<file path="src/hdl/bgc_pkg.sv">
// Shared types and constants for the binocular gaze controller.
package bgc_pkg;

  // Configuration register indexes
  localparam int unsigned CFG_IDX_W = 3;
  localparam logic [CFG_IDX_W-1:0] REG_P_ONE    = 3'd0;
  localparam logic [CFG_IDX_W-1:0] REG_P_TWO    = 3'd1;
  localparam logic [CFG_IDX_W-1:0] REG_INTEGRAL = 3'd2;
  localparam logic [CFG_IDX_W-1:0] REG_SIGMA    = 3'd3;
  localparam logic [CFG_IDX_W-1:0] REG_DIRECT   = 3'd4;
  localparam logic [CFG_IDX_W-1:0] REG_VEE      = 3'd5;

  // Reset value of P1: 1.0 in Q4.12
  localparam int unsigned GAIN_P_ONE_RESET = 4096;

  // Fraction bits dropped when rounding a product sum
  localparam int unsigned FRAC_SHIFT = 12;

  // Multiplier gain-side operand select
  typedef enum logic [2:0] {
    A_P1,
    A_P2,
    A_GA,
    A_GB,
    A_GC,
    A_GD
  } a_sel_e;

  // Multiplier data-side operand select
  typedef enum logic [2:0] {
    B_K,
    B_SG,
    B_N,
    B_V,
    B_IL,
    B_EL,
    B_IR,
    B_ER
  } b_sel_e;

  // Command word from the sequencer to the datapath
  typedef struct packed {
    logic       capture;   // latch the input item
    logic       integrate; // update the four integrators
    logic       mul;       // issue one multiply
    a_sel_e     a_sel;
    b_sel_e     b_sel;
    logic       axis_y;    // vertical axis operands
    logic       sub;       // subtract the product
    logic       first;     // first term of a sum
    logic       last;      // last term of a sum
    logic       to_out;    // sum goes to a result, else to a combined gain
    logic [1:0] dest;      // combined gain or result index
    logic       load_out;  // move results to the output register
  } cmd_t;

endpackage

</file>
<file path="src/hdl/bgc_ctrl.sv">
// Sequencer for the gaze controller: steps the shared multiplier through one tick.
module bgc_ctrl (
  input  logic          clk_i,
  input  logic          rst_ni,
  input  logic          in_valid_i,
  output logic          in_ready_o,
  output logic          out_valid_o,
  input  logic          out_ready_i,
  output bgc_pkg::cmd_t cmd_o
);
  import bgc_pkg::*;

  localparam logic [2:0] S_IDLE  = 3'd0;
  localparam logic [2:0] S_GAIN  = 3'd1;
  localparam logic [2:0] S_INTEG = 3'd2;
  localparam logic [2:0] S_WAIT  = 3'd3;
  localparam logic [2:0] S_OUTP  = 3'd4;
  localparam logic [2:0] S_DRAIN = 3'd5;
  localparam logic [2:0] S_DONE  = 3'd6;

  localparam logic [3:0] GAIN_LAST  = 4'd7;
  localparam logic [3:0] OUT_LAST   = 4'd15;
  localparam logic [3:0] DRAIN_LAST = 4'd1;

  logic [2:0] state_q, state_d;
  logic [3:0] step_q, step_d;
  logic       out_valid_q, out_valid_d;
  logic [1:0] out_idx;
  logic [1:0] term;
  logic [1:0] gain_idx;
  logic       in_acc;

  assign in_ready_o  = (state_q == S_IDLE);
  assign out_valid_o = out_valid_q;
  assign in_acc      = in_valid_i & in_ready_o;
  assign out_idx     = step_q[3:2];
  assign term        = step_q[1:0];
  // right-eye commands use the combined gains in swapped pairs
  assign gain_idx    = term ^ {out_idx[0], 1'b0};

  // Decode state and step into a command
  always_comb begin
    cmd_o = '0;
    case (state_q)
      S_IDLE: begin
        cmd_o.capture = in_acc;
      end
      S_GAIN: begin
        cmd_o.mul   = 1'b1;
        cmd_o.first = ~step_q[0];
        cmd_o.last  = step_q[0];
        cmd_o.dest  = step_q[2:1];
        cmd_o.a_sel = (step_q[2] ^ step_q[0]) ? A_P1 : A_P2;
        cmd_o.b_sel = step_q[1] ? (step_q[0] ? B_V : B_N) : (step_q[0] ? B_SG : B_K);
      end
      S_INTEG: begin
        cmd_o.integrate = 1'b1;
      end
      S_OUTP: begin
        cmd_o.mul    = 1'b1;
        cmd_o.to_out = 1'b1;
        cmd_o.axis_y = out_idx[1];
        cmd_o.first  = (term == 2'd0);
        cmd_o.last   = (term == 2'd3);
        cmd_o.dest   = out_idx;
        // right vertical command is negated: flip every term's sign
        cmd_o.sub    = ((term == 2'd1) || (term == 2'd2)) ^ (out_idx == 2'd3);
        case (term)
          2'd0:    cmd_o.b_sel = B_IL;
          2'd1:    cmd_o.b_sel = B_EL;
          2'd2:    cmd_o.b_sel = B_IR;
          default: cmd_o.b_sel = B_ER;
        endcase
        case (gain_idx)
          2'd0:    cmd_o.a_sel = A_GA;
          2'd1:    cmd_o.a_sel = A_GB;
          2'd2:    cmd_o.a_sel = A_GC;
          default: cmd_o.a_sel = A_GD;
        endcase
      end
      S_DONE: begin
        cmd_o.load_out = ~out_valid_q | out_ready_i;
      end
      default: begin
        cmd_o = '0;
      end
    endcase
  end

  // Next state
  always_comb begin
    state_d     = state_q;
    step_d      = step_q;
    out_valid_d = out_valid_q & ~out_ready_i;
    case (state_q)
      S_IDLE: begin
        if (in_acc) begin
          state_d = S_GAIN;
          step_d  = '0;
        end
      end
      S_GAIN: begin
        step_d = step_q + 4'd1;
        if (step_q == GAIN_LAST) begin
          state_d = S_INTEG;
          step_d  = '0;
        end
      end
      S_INTEG: begin
        state_d = S_WAIT;
      end
      S_WAIT: begin
        state_d = S_OUTP;
        step_d  = '0;
      end
      S_OUTP: begin
        step_d = step_q + 4'd1;
        if (step_q == OUT_LAST) begin
          state_d = S_DRAIN;
          step_d  = '0;
        end
      end
      S_DRAIN: begin
        step_d = step_q + 4'd1;
        if (step_q == DRAIN_LAST) begin
          state_d = S_DONE;
          step_d  = '0;
        end
      end
      S_DONE: begin
        if (~out_valid_q | out_ready_i) begin
          out_valid_d = 1'b1;
          state_d     = S_IDLE;
        end
      end
      default: begin
        state_d = S_IDLE;
        step_d  = '0;
      end
    endcase
  end

  // Hold state
  always_ff @(posedge clk_i or negedge rst_ni) begin
    if (!rst_ni) begin
      state_q     <= S_IDLE;
      step_q      <= '0;
      out_valid_q <= 1'b0;
    end else begin
      state_q     <= state_d;
      step_q      <= step_d;
      out_valid_q <= out_valid_d;
    end
  end

endmodule

</file>
<file path="src/hdl/bgc_datapath.sv">
// Datapath for the gaze controller: gains, integrators, shared multiplier and accumulator.
module bgc_datapath #(
  parameter int AW = 16,
  parameter int GW = 16,
  parameter int IW = 32
) (
  input  logic                            clk_i,
  input  logic                            rst_ni,
  input  bgc_pkg::cmd_t                   cmd_i,
  input  logic                            cfg_we_i,
  input  logic [bgc_pkg::CFG_IDX_W-1:0]   cfg_idx_i,
  input  logic [GW-1:0]                   cfg_data_i,
  input  logic signed [AW-1:0]            left_rel_x_i,
  input  logic signed [AW-1:0]            right_rel_x_i,
  input  logic signed [AW-1:0]            left_rel_y_i,
  input  logic signed [AW-1:0]            right_rel_y_i,
  output logic signed [AW-1:0]            left_cmd_x_o,
  output logic signed [AW-1:0]            right_cmd_x_o,
  output logic signed [AW-1:0]            left_cmd_y_o,
  output logic signed [AW-1:0]            right_cmd_y_o
);
  import bgc_pkg::*;

  // Operand width for integrals and errors
  localparam int OW   = (IW > AW) ? IW : AW;
  // Sum of two gain products, wrapping at 64 bits
  localparam int GSW  = (2 * GW + 1 > 64) ? 64 : 2 * GW + 1;
  // Combined gain width
  localparam int CGW  = GSW - FRAC_SHIFT;
  localparam int MA   = (CGW > GW) ? CGW : GW;
  localparam int MB   = (OW > GW) ? OW : GW;
  localparam int PFW  = MA + MB;
  localparam int OSW  = CGW + OW + 2;
  localparam int AXW  = (OSW > GSW) ? OSW : GSW;
  localparam int ACCW = (AXW > 64) ? 64 : AXW;
  localparam int RW   = ACCW - FRAC_SHIFT;
  localparam int ISW  = OW + 1;
  localparam int SW   = ((RW > AW) ? RW : AW) + 1;

  // Configured gains
  logic signed [GW-1:0] p1_q, p2_q, k_q, sg_q, n_q, v_q;
  // Captured errors and integrators
  logic signed [AW-1:0] elx_q, erx_q, ely_q, ery_q;
  logic signed [IW-1:0] ilx_q, irx_q, ily_q, iry_q;
  // Combined gains and results
  logic signed [CGW-1:0] cg_q [4];
  logic signed [AW-1:0]  res_q [4];
  logic signed [AW-1:0]  out_q [4];

  logic signed [MA-1:0]  a_op;
  logic signed [MB-1:0]  b_op;
  logic signed [PFW-1:0] prod_full;
  logic [ACCW-1:0]       prod_ext;
  logic [ACCW-1:0]       prod_q;
  logic [ACCW-1:0]       acc_q, acc_d, acc_base;
  logic [RW-1:0]         rnd;
  logic signed [AW-1:0]  sat_out;

  logic       acc_vld_q, wb_vld_q;
  logic       acc_sub_q, acc_first_q, acc_last_q, acc_out_q;
  logic [1:0] acc_dest_q;
  logic       wb_out_q;
  logic [1:0] wb_dest_q;

  function automatic logic signed [IW-1:0] sat_int(input logic signed [ISW-1:0] s);
    logic signed [ISW-1:0] hi;
    logic signed [ISW-1:0] lo;
    hi = '0;
    hi[IW-2:0] = '1;
    lo = ~hi;
    if (s > hi) return hi[IW-1:0];
    if (s < lo) return lo[IW-1:0];
    return s[IW-1:0];
  endfunction

  function automatic logic signed [AW-1:0] sat_ang(input logic signed [SW-1:0] s);
    logic signed [SW-1:0] hi;
    logic signed [SW-1:0] lo;
    hi = '0;
    hi[AW-2:0] = '1;
    lo = ~hi;
    if (s > hi) return hi[AW-1:0];
    if (s < lo) return lo[AW-1:0];
    return s[AW-1:0];
  endfunction

  // Write configuration registers; unknown indexes drop
  always_ff @(posedge clk_i or negedge rst_ni) begin
    if (!rst_ni) begin
      p1_q <= GW'(GAIN_P_ONE_RESET);
      p2_q <= '0;
      k_q  <= '0;
      sg_q <= '0;
      n_q  <= '0;
      v_q  <= '0;
    end else if (cfg_we_i) begin
      case (cfg_idx_i)
        REG_P_ONE:    p1_q <= cfg_data_i;
        REG_P_TWO:    p2_q <= cfg_data_i;
        REG_INTEGRAL: k_q  <= cfg_data_i;
        REG_SIGMA:    sg_q <= cfg_data_i;
        REG_DIRECT:   n_q  <= cfg_data_i;
        REG_VEE:      v_q  <= cfg_data_i;
        default:      p1_q <= p1_q;
      endcase
    end
  end

  // Capture the input item
  always_ff @(posedge clk_i) begin
    if (cmd_i.capture) begin
      elx_q <= left_rel_x_i;
      erx_q <= right_rel_x_i;
      ely_q <= left_rel_y_i;
      ery_q <= right_rel_y_i;
    end
  end

  // Advance the saturating integrators
  always_ff @(posedge clk_i or negedge rst_ni) begin
    if (!rst_ni) begin
      ilx_q <= '0;
      irx_q <= '0;
      ily_q <= '0;
      iry_q <= '0;
    end else if (cmd_i.integrate) begin
      ilx_q <= sat_int(ISW'(ilx_q) + ISW'(elx_q));
      irx_q <= sat_int(ISW'(irx_q) + ISW'(erx_q));
      ily_q <= sat_int(ISW'(ily_q) + ISW'(ely_q));
      iry_q <= sat_int(ISW'(iry_q) + ISW'(ery_q));
    end
  end

  // Select multiplier operands
  always_comb begin
    case (cmd_i.a_sel)
      A_P1:    a_op = MA'(p1_q);
      A_P2:    a_op = MA'(p2_q);
      A_GA:    a_op = MA'(cg_q[0]);
      A_GB:    a_op = MA'(cg_q[1]);
      A_GC:    a_op = MA'(cg_q[2]);
      A_GD:    a_op = MA'(cg_q[3]);
      default: a_op = '0;
    endcase
    case (cmd_i.b_sel)
      B_K:     b_op = MB'(k_q);
      B_SG:    b_op = MB'(sg_q);
      B_N:     b_op = MB'(n_q);
      B_V:     b_op = MB'(v_q);
      B_IL:    b_op = cmd_i.axis_y ? MB'(ily_q) : MB'(ilx_q);
      B_EL:    b_op = cmd_i.axis_y ? MB'(ely_q) : MB'(elx_q);
      B_IR:    b_op = cmd_i.axis_y ? MB'(iry_q) : MB'(irx_q);
      default: b_op = cmd_i.axis_y ? MB'(ery_q) : MB'(erx_q);
    endcase
  end

  assign prod_full = a_op * b_op;

  // Fit the product to the accumulator, wrapping like the accumulator does
  generate
    if (PFW >= ACCW) begin : g_prod_trunc
      assign prod_ext = prod_full[ACCW-1:0];
    end else begin : g_prod_ext
      assign prod_ext = ACCW'(prod_full);
    end
  endgenerate

  // Accumulate and round
  assign acc_base = acc_first_q ? '0 : acc_q;
  assign acc_d    = acc_sub_q ? (acc_base - prod_q) : (acc_base + prod_q);
  // round half up: floor of the shifted sum plus the dropped half bit
  assign rnd      = acc_q[ACCW-1:FRAC_SHIFT] + {{(RW-1){1'b0}}, acc_q[FRAC_SHIFT-1]};
  assign sat_out  = sat_ang(SW'(signed'(rnd)));

  // Pipeline valids
  always_ff @(posedge clk_i or negedge rst_ni) begin
    if (!rst_ni) begin
      acc_vld_q <= 1'b0;
      wb_vld_q  <= 1'b0;
    end else begin
      acc_vld_q <= cmd_i.mul;
      wb_vld_q  <= acc_vld_q & acc_last_q;
    end
  end

  // Multiply, accumulate and write back stages
  always_ff @(posedge clk_i) begin
    if (cmd_i.mul) begin
      prod_q      <= prod_ext;
      acc_sub_q   <= cmd_i.sub;
      acc_first_q <= cmd_i.first;
      acc_last_q  <= cmd_i.last;
      acc_out_q   <= cmd_i.to_out;
      acc_dest_q  <= cmd_i.dest;
    end
    if (acc_vld_q) begin
      acc_q     <= acc_d;
      wb_out_q  <= acc_out_q;
      wb_dest_q <= acc_dest_q;
    end
    if (wb_vld_q) begin
      if (wb_out_q) begin
        res_q[wb_dest_q] <= sat_out;
      end else begin
        cg_q[wb_dest_q] <= rnd[CGW-1:0];
      end
    end
  end

  // Load the output register
  always_ff @(posedge clk_i) begin
    if (cmd_i.load_out) begin
      out_q[0] <= res_q[0];
      out_q[1] <= res_q[1];
      out_q[2] <= res_q[2];
      out_q[3] <= res_q[3];
    end
  end

  assign left_cmd_x_o  = out_q[0];
  assign right_cmd_x_o = out_q[1];
  assign left_cmd_y_o  = out_q[2];
  assign right_cmd_y_o = out_q[3];

endmodule

</file>
<file path="src/hdl/binocular_gaze_controller.sv">
// One item at a time: the next is taken once the last is loaded into the output register.
// The work is set by the single shared multiplier: 8 products form the combined gains,
// 16 products form the four drive commands, plus integrate, fill and drain cycles.
// A finished result waits in the output register while the next item is taken.
// Reset: integrators clear to zero, gains return to P1 = 1.0 and the rest zero,
// no item is in flight and the output is not valid.
module binocular_gaze_controller #(
  parameter int ANGLE_WIDTH      = 16,
  parameter int GAIN_WIDTH       = 16,
  parameter int INTEGRATOR_WIDTH = 32
) (
  input  logic                          clk_i,
  input  logic                          rst_ni,
  input  logic                          cfg_we_i,
  input  logic [bgc_pkg::CFG_IDX_W-1:0] cfg_idx_i,
  input  logic [GAIN_WIDTH-1:0]         cfg_data_i,
  input  logic                          in_valid_i,
  output logic                          in_ready_o,
  input  logic signed [ANGLE_WIDTH-1:0] left_rel_x_i,
  input  logic signed [ANGLE_WIDTH-1:0] right_rel_x_i,
  input  logic signed [ANGLE_WIDTH-1:0] left_rel_y_i,
  input  logic signed [ANGLE_WIDTH-1:0] right_rel_y_i,
  output logic                          out_valid_o,
  input  logic                          out_ready_i,
  output logic signed [ANGLE_WIDTH-1:0] left_cmd_x_o,
  output logic signed [ANGLE_WIDTH-1:0] right_cmd_x_o,
  output logic signed [ANGLE_WIDTH-1:0] left_cmd_y_o,
  output logic signed [ANGLE_WIDTH-1:0] right_cmd_y_o
);
  import bgc_pkg::*;

  cmd_t cmd;

  // Sequence one tick
  bgc_ctrl u_ctrl (
    .clk_i       (clk_i),
    .rst_ni      (rst_ni),
    .in_valid_i  (in_valid_i),
    .in_ready_o  (in_ready_o),
    .out_valid_o (out_valid_o),
    .out_ready_i (out_ready_i),
    .cmd_o       (cmd)
  );

  // Compute gains, integrals and commands
  bgc_datapath #(
    .AW (ANGLE_WIDTH),
    .GW (GAIN_WIDTH),
    .IW (INTEGRATOR_WIDTH)
  ) u_datapath (
    .clk_i         (clk_i),
    .rst_ni        (rst_ni),
    .cmd_i         (cmd),
    .cfg_we_i      (cfg_we_i),
    .cfg_idx_i     (cfg_idx_i),
    .cfg_data_i    (cfg_data_i),
    .left_rel_x_i  (left_rel_x_i),
    .right_rel_x_i (right_rel_x_i),
    .left_rel_y_i  (left_rel_y_i),
    .right_rel_y_i (right_rel_y_i),
    .left_cmd_x_o  (left_cmd_x_o),
    .right_cmd_x_o (right_cmd_x_o),
    .left_cmd_y_o  (left_cmd_y_o),
    .right_cmd_y_o (right_cmd_y_o)
  );

endmodule
</file>
<file path="config.mk">
export PLATFORM = sky130hd
export DESIGN_NAME = binocular_gaze_controller
export DESIGN_NICKNAME = d
export VERILOG_FILES = /design/src/hdl/bgc_pkg.sv /design/src/hdl/bgc_ctrl.sv /design/src/hdl/bgc_datapath.sv /design/src/hdl/binocular_gaze_controller.sv
export SDC_FILE = /design/constraint.sdc
export NUM_CORES = 2
export LEC_CHECK = 0
export ABC_AREA = 1
export BUFFER_PORTS_ARGS = -buffer_cell sky130_fd_sc_hd__clkbuf_2
export CORE_MARGIN = 2
export CORE_UTILIZATION = 25
export CTS_BUF_LIST = sky130_fd_sc_hd__clkbuf_8
export DETAILED_ROUTE_END_ITERATION = 8
export MAX_ROUTING_LAYER = met4
export SLEW_MARGIN = 20
export SYNTH_ARGS = -nofsm -noshare
export SYNTH_HDL_FRONTEND = slang
export SYNTH_SLANG_ARGS = --single-unit
</file>
<file path="constraint.sdc">
create_clock -name clk_i -period 10 [get_ports clk_i]
set_input_delay 2 -clock clk_i [delete_from_list [all_inputs] [get_ports clk_i]]
set_output_delay 2 -clock clk_i [all_outputs]
set_load 0.02 [all_outputs]
</file>
# After elaboration in Yosys (flattened, before gate mapping)
# Memory sizes are Yosys's and may differ from the RTL's.
# Cells that the tools add are included.
totals:
  out_inout_bits: 66
  input_bits: 88
  rom_bits: 0
  register_bits: 415
  latch_bits: 0
  ramBits: 212
  elab_cells: 199
  mem_count: 3
mem_list:
  columns: ["memory", "words", "width", "rd", "rd_clocked_by_memory_dff", "write_ports", "line", "rtl"]
  rows:
  - ["u_datapath.cg_q", 4, 21, 4, 0, 1, "bgc_datapath.sv:46", "logic signed [CGW-1:0] cg_q [4];"]
  - ["u_datapath.out_q", 4, 16, 4, 0, 4, "bgc_datapath.sv:48", "logic signed [AW-1:0] out_q [4];"]
  - ["u_datapath.res_q", 4, 16, 4, 0, 1, "bgc_datapath.sv:47", "logic signed [AW-1:0] res_q [4];"]
op_classes:
  n_eq_ne: 36
  bitwise: 11
  mul: 1
  addsub: 8
  div: 0
  reduce_logical: 16
  order_cmp: 10
  mux: 86
  n_shift: 0
op_table:
  columns: ["op", "n"]
  rows:
  - ["2-to-1 mux 32 bit", 20]
  - ["one-hot mux 32 bit (7 select lines)", 1]
  - ["adder 32 x 16 -> 33 bit", 4]
  - ["> comparator 33 x 32 -> 1 bit (second input constant)", 4]
  - ["less-than comparator 33 x 32 -> 1 bit (second input constant)", 4]
  - ["one-hot mux 21 bit (6 select lines)", 1]
  - ["2-to-1 mux 55 bit", 2]
  - ["2-to-1 mux 16 bit", 4]
  - ["adder 55 bit", 1]
  - ["subtractor 55 bit", 1]
  - ["multiplier 21 x 32 -> 53 bit", 1]
  - ["adder 43 x 1 -> 43 bit", 1]
  - ["> comparator 43 x 16 -> 1 bit (second input constant)", 1]
  - ["less-than comparator 43 x 16 -> 1 bit (second input constant)", 1]
  - ["2-to-1 mux 1 bit", 40]
  - ["equality test 3 bit (second input constant)", 10]
  - ["equality test 3 x 2 -> 1 bit (second input constant)", 8]
  - ["one-hot mux 3 bit (7 select lines)", 1]
  - ["one-hot mux 4 bit (5 select lines)", 1]
  - ["2-to-1 mux 3 bit", 6]
  - ["2-to-1 mux 4 bit", 4]
  - ["one-hot mux 7 bit (2 select lines)", 1]
  - ["AND reduction 2 bit", 7]
  - ["equality test 3 x 1 -> 1 bit (second input constant)", 4]
  - ["other kinds (22)", 40]

# Depth between registers and ports, before layout
depth:
  word_depth: 8
  ltp_mapped: 44
  ltp_nobuf: 41

# By module
# Synthesis repeated with hierarchy kept, for this count alone.
unflattened:
  cells_unflattened: 7931
  area_unflattened_um2: 63577.2
by_module_without_submodules:
  columns: ["module", "cells_per_inst", "seq_area_each_um2", "instances", "area_per_inst_um2"]
  rows:
  - ["bgc_datapath", 7816, 17458.0, 1, 62826.5]
  - ["bgc_ctrl", 115, 200.2, 1, 750.7]

# Least setup slack after synthesis
# Ideal clock, no wire load.
synth_path:
  path_type: "register -> register"
  from: "register u_ctrl.step_q[0]"
  to: "register, netlist name u_datapath.prod_q[52]"
  t_arrival_ns: 7.932
  synth_period_minus_slack_ns: 8.195
  setup_time_ns: 0.264
  setup_slack_ns: 1.805
  n_path_buf: 2
  required_time_ns: 9.736
  stages_incl_launch_ff: 36
  path_cell_list: "dfrtp_1 inv_1 ha_1 o21ai_2 nand2_2 nor3_2 nand2_1 o21ai_1 nor2_2 buf_2 nand3b_2 nand2_2 buf_6 nor2_1 inv_1 fa_1 inv_1 fa_1 inv_1 fa_1 fa_1 fa_1 inv_1 fa_1 inv_1 fa_1 inv_1 ha_1 inv_1 nor3_1 nand2_1 nor2_1 nand2_1 nand2_1 a31oi_1 xor2_1"
synth_via:
  elab_chain_cells: 7
  word_cells_on_any_way: 31
  cone_classes: "1 x mul; 15 x eq/ne; 9 x mux; 2 x bitwise; 4 x reduce/logical"
synth_lines:
  columns: ["element", "line", "rtl"]
  rows:
  - ["start, declared", "bgc_ctrl.sv:26", "logic [3:0] step_q, step_d;"]
  - ["start signal, assigned", "bgc_ctrl.sv:151", "step_q <= step_d;"]
  - ["XOR 2 bit", "bgc_ctrl.sv:39", "assign gain_idx = term ^ {out_idx[0], 1'b0};"]
  - ["equality test 2 bit, or another cell as far along", "bgc_ctrl.sv:74", "case (gain_idx)"]
  - ["one-hot mux 3 bit (3 select lines)", "bgc_ctrl.sv:74", null]
  - ["one-hot mux 7 bit (2 select lines) *", "bgc_ctrl.sv:44", "case (state_q)"]
  - ["equality test 3 bit, or another cell as far along", "bgc_datapath.sv:136", "case (cmd_i.a_sel)"]
  - ["one-hot mux 21 bit (6 select lines)", "bgc_datapath.sv:136", null]
  - ["multiplier 21 x 32 -> 53 bit *", "bgc_datapath.sv:157", "assign prod_full = a_op * b_op;"]
  - ["named net u_datapath.prod_full[52]", "bgc_datapath.sv:52", "logic signed [PFW-1:0] prod_full;"]
# Mark *: on every way through the listed nets, which the timed path passes. The rest lies on a longest branch.
# A chain may end at the register's enable or synchronous reset.

# Worst setup path in the final report
layout_path:
  from: "register u_ctrl.state_q[2]"
  to: "register u_datapath.prod_q[34] (data pin)"
layout_via:
  elab_chain_cells: 5
  word_cells_on_any_way: 24
  cone_classes: "1 x mul; 13 x eq/ne; 8 x mux; 2 x reduce/logical"
layout_lines:
  columns: ["element", "line", "rtl"]
  rows:
  - ["start, declared", "bgc_ctrl.sv:25", "logic [2:0] state_q, state_d;"]
  - ["start signal, assigned", "bgc_ctrl.sv:150", "state_q <= state_d;"]
  - ["equality test 3 bit or equality test 3 x 1 -> 1 bit (tied branches)", "bgc_ctrl.sv:44", null]
  - ["one-hot mux 7 bit (2 select lines) or 2-to-1 mux 2 bit (tied branches)", "bgc_ctrl.sv:44", null]
  - ["equality test 3 bit, or another cell as far along", "bgc_datapath.sv:145", "case (cmd_i.b_sel)"]
  - ["one-hot mux 32 bit (7 select lines) or one-hot mux 21 bit (6 select lines) (tied branches)", "bgc_datapath.sv:145, bgc_datapath.sv:136", null]
  - ["multiplier 21 x 32 -> 53 bit *", "bgc_datapath.sv:157", null]
  - ["named net u_datapath.prod_full[34]", "bgc_datapath.sv:52", null]
  - ["end signal, assigned", "bgc_datapath.sv:189", "prod_q <= prod_ext;"]
  - ["end, declared", "bgc_datapath.sv:54", "logic [ACCW-1:0] prod_q;"]
# Marks and branches as above.

==> flow_summary.html <==
<table>
<tr><th>Metric</th><th>Value</th></tr>
<tr><th colspan="2">Synth</th></tr>
<tr><td>Share of the synthesized netlist area taken by xor and xnor gates</td><td>3.73%</td></tr>
<tr><td>Cell taking the most area after synthesis</td><td>sky130_fd_sc_hd__fa_1</td></tr>
<tr><td>Top_reg_cell synth</td><td>sky130_fd_sc_hd__edfxtp_1</td></tr>
<tr><td>Sequential-to-total area share from yosys stat</td><td>27.6%</td></tr>
<tr><td>Netlist Area Pre-Place</td><td>63900 µm²</td></tr>
<tr><td>Share of synthesized flip-flops with an asynchronous set or reset</td><td>37.3%</td></tr>
<tr><td>Portion of synthesized cell area occupied by the leading cell type</td><td>21.1%</td></tr>
<tr><td>Compound-Gate Fraction of Synth Area</td><td>8.29%</td></tr>
<tr><td>Simple-Gate Fraction of Synth Area</td><td>22.2%</td></tr>
<tr><td>EDFF count, synth</td><td>393</td></tr>
<tr><td>Combinational family with the most area after synthesis</td><td>adder cells</td></tr>
<tr><td>Cells taking the most area after synthesis</td><td>sky130_fd_sc_hd__fa_1, sky130_fd_sc_hd__edfxtp_1, sky130_fd_sc_hd__nand2_1</td></tr>
<tr><td>Post-synthesis net count</td><td>9147</td></tr>
<tr><td>Arithmetic-cell share of the synthesized area counting full adders, half adders and majority gates</td><td>27.4%</td></tr>
<tr><td>Count of state elements after synthesis</td><td>627</td></tr>
<tr><td>Synth warn</td><td>0</td></tr>
<tr><td>Post-synthesis area per instance</td><td>7.92 µm²</td></tr>
<tr><td>Mux cell area share after synthesis</td><td>0.219%</td></tr>
<tr><td>Gate count after technology mapping</td><td>8063</td></tr>
<tr><td>Count of different cell masters after synthesis</td><td>61</td></tr>
<tr><th colspan="2">STA</th></tr>
<tr><td>Final worst path period share</td><td>94.9%</td></tr>
<tr><td>Clock period minus worst slack</td><td>9490 ps</td></tr>
<tr><td>Count of endpoints failing hold in the final timing report</td><td>0</td></tr>
<tr><td>Worst hold slack</td><td>400 ps</td></tr>
<tr><td>Normalized max-slew margin</td><td>15.7%</td></tr>
<tr><td>Number of max-slew violations in the final report</td><td>0</td></tr>
<tr><td>Setup slack after layout</td><td>508 ps</td></tr>
<tr><td>Final clock skew</td><td>63.9 ps</td></tr>
<tr><td>Slew at the pin with the worst max-slew slack</td><td>1250 ps</td></tr>
<tr><td>Endpoints failing setup</td><td>0</td></tr>
<tr><td>Maximum achievable frequency</td><td>0.105 GHz</td></tr>
<tr><th colspan="2">Placed design</th></tr>
<tr><td>Routability Congestion</td><td>0.988</td></tr>
<tr><td>Half-perimeter wire length after placement</td><td>172 mm</td></tr>
<tr><td>Dpl ws</td><td>477 ps</td></tr>
<tr><td>DP Area</td><td>69000 µm²</td></tr>
<tr><td>Buffers added on ports</td><td>153</td></tr>
<tr><th colspan="2">Global routing</th></tr>
<tr><td>Global Route met1 Usage</td><td>22.7%</td></tr>
<tr><td>Wire length of the first global-routing pass</td><td>330 mm</td></tr>
<tr><td>Total congestion overflow after global routing</td><td>0</td></tr>
<tr><td>Busiest metal layer after global routing</td><td>met2</td></tr>
<tr><td>GR met3 Demand/Resource</td><td>2.72%</td></tr>
<tr><td>Maximum number of pins on one net before global-route repair</td><td>136</td></tr>
<tr><td>Overall fraction of global-route tracks in use</td><td>16.9%</td></tr>
<tr><td>Met2 track demand over resource in global routing</td><td>26.3%</td></tr>
<tr><td>Number of global-route vias before repair</td><td>54400</td></tr>
<tr><td>Initial antenna violation count</td><td>9</td></tr>
<tr><th colspan="2">Cells and area</th></tr>
<tr><td>Net total in the final layout</td><td>9315</td></tr>
<tr><td>Layout cell share with drive strength beyond 1</td><td>6.48%</td></tr>
<tr><td>Util after Layout</td><td>28.0%</td></tr>
<tr><td>Commonest non-fill, non-tap cell in the layout</td><td>sky130_fd_sc_hd__nand2_1</td></tr>
<tr><td>Top library cells by usage in the layout, fill and taps aside</td><td>sky130_fd_sc_hd__nand2_1, sky130_fd_sc_hd__inv_1, sky130_fd_sc_hd__nor2_1</td></tr>
<tr><td>Post-synthesis to final-layout area growth</td><td>11.5%</td></tr>
<tr><td>Finished layout cell area</td><td>71300 µm²</td></tr>
<tr><th colspan="2">Worst setup path</th></tr>
<tr><td>Largest delay share family, worst path</td><td>adder cells</td></tr>
<tr><td>Worst path arrival time</td><td>10130 ps</td></tr>
<tr><td>Beginning of the critical path</td><td>u_ctrl.state_q[2]</td></tr>
<tr><td>Largest stage delay, worst path</td><td>570 ps</td></tr>
<tr><td>Startpoint Class</td><td>flip-flop</td></tr>
<tr><td>Setup CP Type</td><td>flip-flop to flip-flop</td></tr>
<tr><td>Launch point of the worst reg-to-reg path</td><td>u_ctrl.state_q[2]</td></tr>
<tr><td>Combined buffer and inverter count along the critical path</td><td>6</td></tr>
<tr><td>Endpoint kind of the worst setup timing path</td><td>flip-flop</td></tr>
<tr><td>Required @ worst endpoint</td><td>10640 ps</td></tr>
<tr><td>Cell type of the slowest stage on the worst timing path</td><td>sky130_fd_sc_hd__dfrtp_1</td></tr>
<tr><td>Largest fanout of any net on the critical path</td><td>21</td></tr>
<tr><th colspan="2">Floorplan</th></tr>
<tr><td>Starting density of the core</td><td>25.1%</td></tr>
<tr><td>Horizontal die dimension</td><td>510 µm</td></tr>
<tr><td>CORE AREA</td><td>254000 µm²</td></tr>
<tr><td>Number of standard-cell rows in the floorplan</td><td>185</td></tr>
<tr><td>Die Footprint</td><td>260000 µm²</td></tr>
<tr><td>Y dimension of the die</td><td>510 µm</td></tr>
<tr><td>Count of boundary I/O pins</td><td>154</td></tr>
<tr><th colspan="2">Routing</th></tr>
<tr><td>Initial DRC Count</td><td>4900</td></tr>
<tr><td>WL/cell</td><td>18.3 µm</td></tr>
<tr><td>Number of routed nets with antenna violations</td><td>0</td></tr>
<tr><td>Post-Route WL</td><td>214 mm</td></tr>
<tr><td>First-pass iteration count of the detailed router</td><td>5</td></tr>
<tr><td>Number of remaining DRC errors</td><td>0</td></tr>
<tr><td>Average via count per standard cell</td><td>4.63</td></tr>
<tr><td>Detailed-route via count</td><td>54200</td></tr>
<tr><th colspan="2">Clock network</th></tr>
<tr><td>H-Tree Depth</td><td>3</td></tr>
<tr><td>PostCTS Resize Cnt</td><td>0</td></tr>
<tr><td>Clk buf depth</td><td>3</td></tr>
<tr><td>Worst skew pair latency</td><td>890 ps</td></tr>
<tr><td>Clk Tree Root Cell</td><td>sky130_fd_sc_hd__clkbuf_8</td></tr>
<tr><td>Clock transition time at the flip-flop clock pins of the worst setup and hold paths</td><td>60 ps</td></tr>
<tr><td>Inserted Clock Buffers</td><td>106</td></tr>
<tr><td>Clock sink count</td><td>627</td></tr>
<tr><td>CTS hold repair buffers</td><td>0</td></tr>
<tr><td>CTS tree</td><td>yes</td></tr>
<tr><td>Setup fix buffers added after clock tree synthesis</td><td>0</td></tr>
<tr><th colspan="2">Min path</th></tr>
<tr><td>Worst Min Path Start</td><td>u_datapath.res_q[0][6]</td></tr>
<tr><td>Worst hold-check path type</td><td>flip-flop to flip-flop</td></tr>
<tr><th colspan="2">Flow run</th></tr>
<tr><td>Max Cap Violations</td><td>0</td></tr>
<tr><th colspan="2">Run status</th></tr>
<tr><td>Outcome</td><td>finished, final reports clean</td></tr>
</table>
-- kinds of logic (layout without fill, tap and decap cells) --
logic type / after synthesis / count (layout)
AO/OA/AOI/OAI: 915 / 915
XOR/XNOR: 272 / 272
adder cells (fa/ha/maj): 996 / 996
buffers and inverters: 1724 / 1984
flip-flops: 627 / 627
multiplexers: 14 / 14
other: 0 / 5
AND/OR/NAND/NOR: 3515 / 3515
-- sequential cells by signal, summed over array words and instances, names as in the netlist, 32 cells and up --
signal	cells
u_datapath.ilx_q	32
u_datapath.prod_q	53
u_datapath.cg_q	84
u_datapath.res_q	64
u_datapath.out_q	64
u_datapath.acc_q	55
u_datapath.ily_q	32
u_datapath.irx_q	32
u_datapath.iry_q	32
-- per-stage QoR --
| step | std cells | TNS (ps) |
|---|---|---|
| floorplan | 8063 | 0 |
| global placement | 11500 | 0 |
| detailed placement | 11500 | 0 |
| CTS | 11700 | 0 |
| global route | 11700 | -10.6 |
| finish | 11700 | 0 |
-- per-layer routing --
layer | vias to the layer above | routed length, µm
met2 | 1971 | 96200
li1 | 25500 | -
met4 | 0 | 6580
met3 | 372 | 16100
met5 | - | 0
met1 | 26300 | 95100
-- synth_stat cells, types with 14 or more instances --
cell type and count:
sky130_fd_sc_hd__mux2i_1 14, sky130_fd_sc_hd__nor4_1 19, sky130_fd_sc_hd__buf_2 65, sky130_fd_sc_hd__nand3b_1 24
sky130_fd_sc_hd__o211ai_1 15, sky130_fd_sc_hd__a31oi_1 54, sky130_fd_sc_hd__nand2_1 2135, sky130_fd_sc_hd__nand3_1 318
sky130_fd_sc_hd__ha_1 323, sky130_fd_sc_hd__nor2_1 833, sky130_fd_sc_hd__o21bai_1 24, sky130_fd_sc_hd__buf_4 17
sky130_fd_sc_hd__edfxtp_1 393, sky130_fd_sc_hd__clkbuf_1 118, sky130_fd_sc_hd__nor3_1 51, sky130_fd_sc_hd__inv_2 39
sky130_fd_sc_hd__xor2_1 204, sky130_fd_sc_hd__inv_1 1469, sky130_fd_sc_hd__a21oi_1 268, sky130_fd_sc_hd__nand4_1 78
sky130_fd_sc_hd__dfrtp_1 233, sky130_fd_sc_hd__xnor2_1 68, sky130_fd_sc_hd__o21ai_0 357, sky130_fd_sc_hd__fa_1 673
sky130_fd_sc_hd__nand2_2 18, sky130_fd_sc_hd__a21boi_0 75, sky130_fd_sc_hd__a21o_1 37
-- final cells by class --
type / count / area [µm²]
Fill cell: 27800 / 183000
Clock buffer: 115 / 1580
Clock inverter: 85 / 667
Multi-Input combinational cell: 5712 / 39600
Timing Repair Buffer: 276 / 1810
Sequential cell: 627 / 17700
Antenna cell: 5 / 12.5
Tap cell: 3366 / 4210
Inverter: 1508 / 5680
-- worst register-to-register path: cells and delay by family, from the launching register on --
| kind | cells | cell delay (ps) |
|---|---|---|
| DFF | 1 | 570 |
| and+or+nand+nor | 12 | 2060 |
| buffers and inverters | 6 | 1060 |
| xor gates and xnor gates | 1 | 150 |
| adders and majority gates | 8 | 4090 |
| AOI/OAI and AO/OA | 5 | 1320 |
-- worst paths after layout --
check	slack, ps	endpoint	depth (start not counted)
max in group asynchronous	7430	u_datapath.acc_vld_q	2
min in group asynchronous	1200	u_datapath.ily_q[18]	1
setup / recovery	510	u_datapath.prod_q[34]	32
setup reg to reg	510	u_datapath.prod_q[34]	32
hold / removal	400	u_datapath.out_q[0][6]	0
hold reg to reg	400	u_datapath.out_q[0][6]	0
Power is left out: the tool's default activity adds up to more than one toggle a clock period on the data nets, which glitch-free logic cannot reach.
